$ cat src/hdl/arp_pkg.sv
`timescale 1ns / 1ps
package arp_pkg;

  localparam int CacheEntriesDef   = 16;
  localparam int WaitEntriesDef    = 16;
  localparam int RequestEntriesDef = 16;

  // commands
  localparam logic [1:0] CMD_SEND = 2'd0;
  localparam logic [1:0] CMD_RECV = 2'd1;
  localparam logic [1:0] CMD_TICK = 2'd2;

  // frame kinds
  localparam logic [1:0] FRM_IPV4    = 2'd0;
  localparam logic [1:0] FRM_ARP_REQ = 2'd1;
  localparam logic [1:0] FRM_ARP_REP = 2'd2;

  // result kinds
  localparam logic [2:0] RES_IPV4    = 3'd0;
  localparam logic [2:0] RES_ARP_REQ = 3'd1;
  localparam logic [2:0] RES_ARP_REP = 3'd2;
  localparam logic [2:0] RES_DELIVER = 3'd3;
  localparam logic [2:0] RES_DROP    = 3'd4;

  // register indexes
  localparam logic [1:0] REG_OWN_IP   = 2'd0;
  localparam logic [1:0] REG_OWN_MAC  = 2'd1;
  localparam logic [1:0] REG_LIFETIME = 2'd2;
  localparam logic [1:0] REG_HOLDOFF  = 2'd3;

  localparam logic [47:0] MAC_BCAST = 48'hFFFF_FFFF_FFFF;

  // classified work for the back end
  typedef struct packed {
    logic [1:0]  op;
    logic        emit_deliver;
    logic        learn;
    logic        is_request;
    logic [31:0] ip;
    logic [47:0] mac;
    logic [15:0] tag;
    logic [31:0] tip;
    logic [31:0] elapsed;
  } arp_job_t;

endpackage

$ cat src/hdl/arp_front.sv
`timescale 1ns / 1ps
module arp_front
  import arp_pkg::*;
#(
  parameter int QDepth = 2
) (
  input  logic        clk,
  input  logic        rst,
  input  logic        start,
  output logic        busy,
  input  logic [1:0]  command,
  input  logic [31:0] next_hop_ip,
  input  logic [15:0] datagram_tag,
  input  logic [47:0] frame_dest_mac,
  input  logic [1:0]  frame_kind,
  input  logic        fcs_good,
  input  logic        carries_datagram,
  input  logic [31:0] arp_sender_ip,
  input  logic [47:0] arp_sender_mac,
  input  logic [31:0] arp_target_ip,
  input  logic [31:0] elapsed,
  input  logic [47:0] own_mac,
  output logic        job_valid,
  output arp_job_t    job,
  input  logic        job_take
);

  localparam int PW = (QDepth > 1) ? $clog2(QDepth) : 1;

  arp_job_t            q [QDepth];
  logic [PW-1:0]       wp, rp;
  logic [PW:0]         cnt;
  arp_job_t            cls;
  logic                addr_ok, push;

  // classify the incoming word
  always_comb begin
    addr_ok = ((frame_dest_mac == own_mac) || (frame_dest_mac == MAC_BCAST)) && fcs_good;
    cls = '0;
    cls.op      = command;
    cls.ip      = (command == CMD_SEND) ? next_hop_ip : arp_sender_ip;
    cls.mac     = arp_sender_mac;
    cls.tag     = datagram_tag;
    cls.tip     = arp_target_ip;
    cls.elapsed = elapsed;
    cls.emit_deliver = (command == CMD_RECV) && addr_ok && (frame_kind == FRM_IPV4)
                       && carries_datagram;
    cls.learn = (command == CMD_RECV) && addr_ok
                && ((frame_kind == FRM_ARP_REQ) || (frame_kind == FRM_ARP_REP));
    cls.is_request = (frame_kind == FRM_ARP_REQ);
  end

  assign busy      = (cnt == (PW+1)'(QDepth));
  assign push      = start && !busy;
  assign job_valid = (cnt != '0);
  assign job       = q[rp];

  always_ff @(posedge clk) begin
    if (push) q[wp] <= cls;
  end

  // small FIFO toward the back end
  always_ff @(posedge clk) begin
    if (rst) begin
      wp <= '0; rp <= '0; cnt <= '0;
    end else begin
      if (push) wp <= (wp == PW'(QDepth-1)) ? '0 : wp + 1'b1;
      if (job_take) rp <= (rp == PW'(QDepth-1)) ? '0 : rp + 1'b1;
      cnt <= cnt + (PW+1)'(push) - (PW+1)'(job_take);
    end
  end

endmodule

$ cat config.mk
export PLATFORM = sky130hd
export DESIGN_NAME = arp_front
export DESIGN_NICKNAME = d
export VERILOG_FILES = /design/src/hdl/arp_pkg.sv /design/src/hdl/arp_front.sv
export SDC_FILE = /design/constraint.sdc
export NUM_CORES = 1
export LEC_CHECK = 0
export BUFFER_PORTS_ARGS = -buffer_cell sky130_fd_sc_hd__buf_4
export CORE_AREA = 2 2 179 181
export DETAILED_ROUTE_END_ITERATION = 12
export DIE_AREA = 0 0 181 183
export PLACE_DENSITY = 0.67
export SLEW_MARGIN = 0
export SYNTH_ARGS = -nofsm -noshare
export SYNTH_HDL_FRONTEND = slang
export SYNTH_SLANG_ARGS = --single-unit
$ cat constraint.sdc
create_clock -name clk -period 20.8 [get_ports clk]
set_input_delay 2.08 -clock clk [delete_from_list [all_inputs] [get_ports clk]]
set_output_delay 2.08 -clock clk [all_outputs]
set_load 0.005 [all_outputs]
# After elaboration in Yosys (flattened, before gate mapping)
# Memory sizes are Yosys's and may differ from the RTL's. A register that Yosys moved wholly into a read port is not among the register bits.
# Index checks and enable logic that the tools add are counted.
# W data, S select, Z words.
# totals
n_memories	1
mem_bits_ro	0
latchBits	0
ram_bits	330
reg_bits	4
# classes
n_div	0
addsub	4
n_eq_ne	6
reduce_logical	12
shift	0
muxes	7
multipliers	0
bitwise	0
magnitude_cmp	0
# memory_table
name	depth	width	read_ports	rd_ports_with_merged_regs	wr	line_no	text
q	2	165	1	1	1	arp_front.sv:30	arp_job_t q [QDepth];
# ops
op	count
$eq A48 B48 Y1	1
$eq A48 B48 Y1 const B	1
$mux W32	1
$logic_and A1 B1 Y1	6
$mux W1	6
$eq A2 B1 Y1 const B	2
$eq A2 B2 Y1 const B	2
$logic_not A2 Y1	2
$add A1 B1 Y1 const B	2
$add A2 B1 Y2	1
$logic_or A1 B1 Y1	2
$reduce_bool A2 Y1	1
$sub A2 B1 Y2	1
$logic_not A1 Y1	1

# Logic depth before layout (Yosys ltp)
# depth
ltp_word	6
mapped_depth	8
ltp_nobuf	8

# Worst setup path after synthesis
# No wires, ideal clock.
# synth_path
kind	input to register
from	input start
to	memory q[0][0] (netlist name) (enable)
setup_ps	692
setup_slack_ps	11091
t_required_ps	20108
arrival_ps	9018
path_stages	2
path_cell_list	nand2_1 nor2_1
# synth_between
elab_chain_len	3
# synth_lines
element	line_no	text
start, declared	arp_front.sv:9	input logic start,
$logic_and A1 B1 Y1	arp_front.sv:54	assign push = start && !busy;
$mux W1	arp_front.sv:59	if (push) q[wp] <= cls;
$mux W1 (not written as such)	arp_front.sv:59	
end, declared	arp_front.sv:30	
# Every way passes these cells.

==> run summary <==
Sw Pwr: 431 uW
routed vias/inst: 4.91
fill count: 2473
ANT nets after route: 0
share of layout cells above drive strength 1: 61.5%
FF/Latch Area: 10000 sq um
area of the multi-input gates: 3020 sq um
top cell type by total area after synthesis: edfxtp_1
most frequent cells in the layout: 469 x buf_4, 330 x edfxtp_1, 197 x mux2_2
fin crit share: 22.4%
commonest non-fill, non-tap cell in the layout: buf_4
# IOs: 465
P_leak: 0.00700 uW
1st-iter DRT viols: 473
clock slew at reported path FFs: 0.06 ns
path type of the worst setup path: reg2out
dpl hpwl: 24300 microns
type of element capturing the critical path: output pin
Worst Tran Pin Value: 1.03 ns
slowest CP cell: buf_4
largest net degree at the start of global routing: 166
cts repair resizes: 0
first-pass GRT wire length: 48000 microns
Net Sw Frac: 23.3%
slowest stage delay, CP: 0.82 ns
Max Fclk: 0.215 GHz
CTS sink count: 335
number of global-route vias before repair: 8166
Clock Path Buffers: 3
flop-to-flop setup slack: 18.59 ns
iteration count of the initial detailed-routing pass: 4
Root Buffer: clkbuf_16
setup tns final: 0 ns
setup bufs post-CTS: 0
Logic pwr share: 18.7%
wire length per cell: 21.3 microns
crit path max fanout: 74
startpoint class of the critical path: flop
total routed wirelength: 33500 microns
grt ovf: 0
Initial Util: 42.0%
Ant. Diodes: 0
Final Setup Violations: 0
PwrDens: 102 nW/um^2
cell count of the worst hold path: 2
skew final: 0.0238 ns
# H-tree levels: 2
final non-filler cell total: 1571
# rows: 65
data required time at the worst endpoint: 18.72 ns
Avg Cell Area, Syn: 19.9 sq um
GPL Wtd Cong: 0.910
worst reg2reg path depth: 3
worst-skew pair later-pin latency: 0.51 ns
core area: 31200 sq um
Vias: 7708
antenna violations before repair: 0
Inst Count DP: 1510
Final min period: 4.65 ns
CTS tree: built
max layer used: met4
top cells by area, synth: edfxtp_1 75%, mux2_2 17%, xor2_1 3.3%
Die W: 181 microns
most used cell, CP: buf_4
# DRC: 0
Mapped Nets: 961
total CTS buffers: 35
post-synth top area share: 75.5%
dpl cell area: 17100 sq um
post-route cell area: 18200 sq um
Slew Viols, Final: 0
port buffer count: 464
area growth from synthesis to layout: 38.7%
relative slew slack: 31.1%
Fin Hold WS: 0.518 ns
mapped cell area: 13100 sq um
Cells after Synth: 659
metal2 WL: 17100 microns
fin nets: 1447
clock share of power: 33.0%
RSZ-0062 raised after global routing: false
cts hold-fix bufs: 0
MaxCap Viol Count: 0
GRT Total Usage: 19.5%
Reg power frac: 48.3%
Internal Power: 1420 uW
wire length on met3: 3320 microns
Cell variety after synth: 22
wire length on met1: 11900 microns
final hold violation count: 0
worst min path class: reg2reg
WP data arrival: 2.57 ns
synthesized flop and latch total: 335
total die area: 33100 sq um
status: completed
Synth Warn #: 0
worst vdd ir: 0.0495 mV
crit-path cells: buf_4, mux2_2, buf_4
sequential share of the synthesized area: 76.2%
die span in y: 183 microns
[worst paths after layout]
kind                              end              start
hold / removal                   flop    rp$_SDFFE_PP0P_
hold reg to reg                  flop    rp$_SDFFE_PP0P_
setup reg to reg  q[1][138]$_DFFE_PP_  cnt[0]$_SDFF_PP0_
setup / recovery              job[56]               flop
[per-layer routing]
layer | vias to the layer above | global-route usage, %
met5 | - | 0
met4 | 0 | 6.99
met3 | 66 | 7.11
met2 | 360 | 34.6
met1 | 3704 | 21.5
li1 | 3578 | -
[stage by stage]
| stage | util, % | worst slack (ns) | total power (uW) |
|---|---|---|---|
| 2_1_floorplan | - | 11.09 | 1070 |
| 3_3_place_gp | 54.7 | 16.67 | 1250 |
| 3_5_place_dp | 54.7 | 16.68 | 1260 |
| 4_1_cts | 58.3 | 16.12 | 1870 |
| 5_1_grt | 58.3 | 15.99 | 1930 |
| 6_report | 58.3 | 16.15 | 1850 |
[worst max-delay path, delay by kind of cell, from the launching register on]
kind,cells,cell delay [ns]
buffers and inverters,2,0.96
flip-flops,1,0.59
multiplexers,1,0.44
[cell type report]
class                      count  share of cell area (%)
tap                          402                    2.76
clock buffer                  43                    5.09
clock inverter                18                    1.07
timing repair buffer         470                    19.4
sequential                   335                    55.0
inverter                       4                  0.0825
multi-input combinational    299                    16.6
[cell families after synthesis]
logic type	Yosys count	share of synthesized area, %
flops	335	76.2
fa+ha+maj	4	0.381
compound gates	1	0.0572
simple gates	45	2.05
xor+xnor	52	3.47
mux	197	16.9
buf+inv	25	0.896
[sequential cells by signal (all words and copies together), names as in the netlist, named ones only]
| register | count |
|---|---|
| cnt | 2 |
| q | 330 |
| wp | 1 |
| rp | 1 |
[synth_stat cells]
| cell | number |
|---|---|
| and3_1 | 1 |
| and3_2 | 1 |
| and3b_1 | 1 |
| and4_1 | 1 |
| buf_2 | 19 |
| clkbuf_1 | 2 |
| dfxtp_1 | 5 |
| edfxtp_1 | 330 |
| ha_1 | 4 |
| inv_1 | 4 |
| mux2_2 | 197 |
| nand2_1 | 1 |
| nand2b_1 | 1 |
| nand3_1 | 1 |
| nand4_1 | 15 |
| nor2_1 | 6 |
| nor2b_1 | 1 |
| nor4_1 | 15 |
| o31ai_1 | 1 |
| or2_2 | 1 |
| xnor2_1 | 2 |
| xor2_1 | 50 |
[power by group through the flow]
| stage | registers (uW) | clock network [uW] | logic, uW |
|---|---|---|---|
| floorplan | 921 | 0 | 152 |
| global placement | 903 | 0 | 351 |
| detailed placement | 907 | 0 | 352 |
| CTS | 894 | 626 | 354 |
| global route | 902 | 655 | 372 |
| finish | 893 | 610 | 346 |
Note: power is estimated with default switching activity, not from simulation.
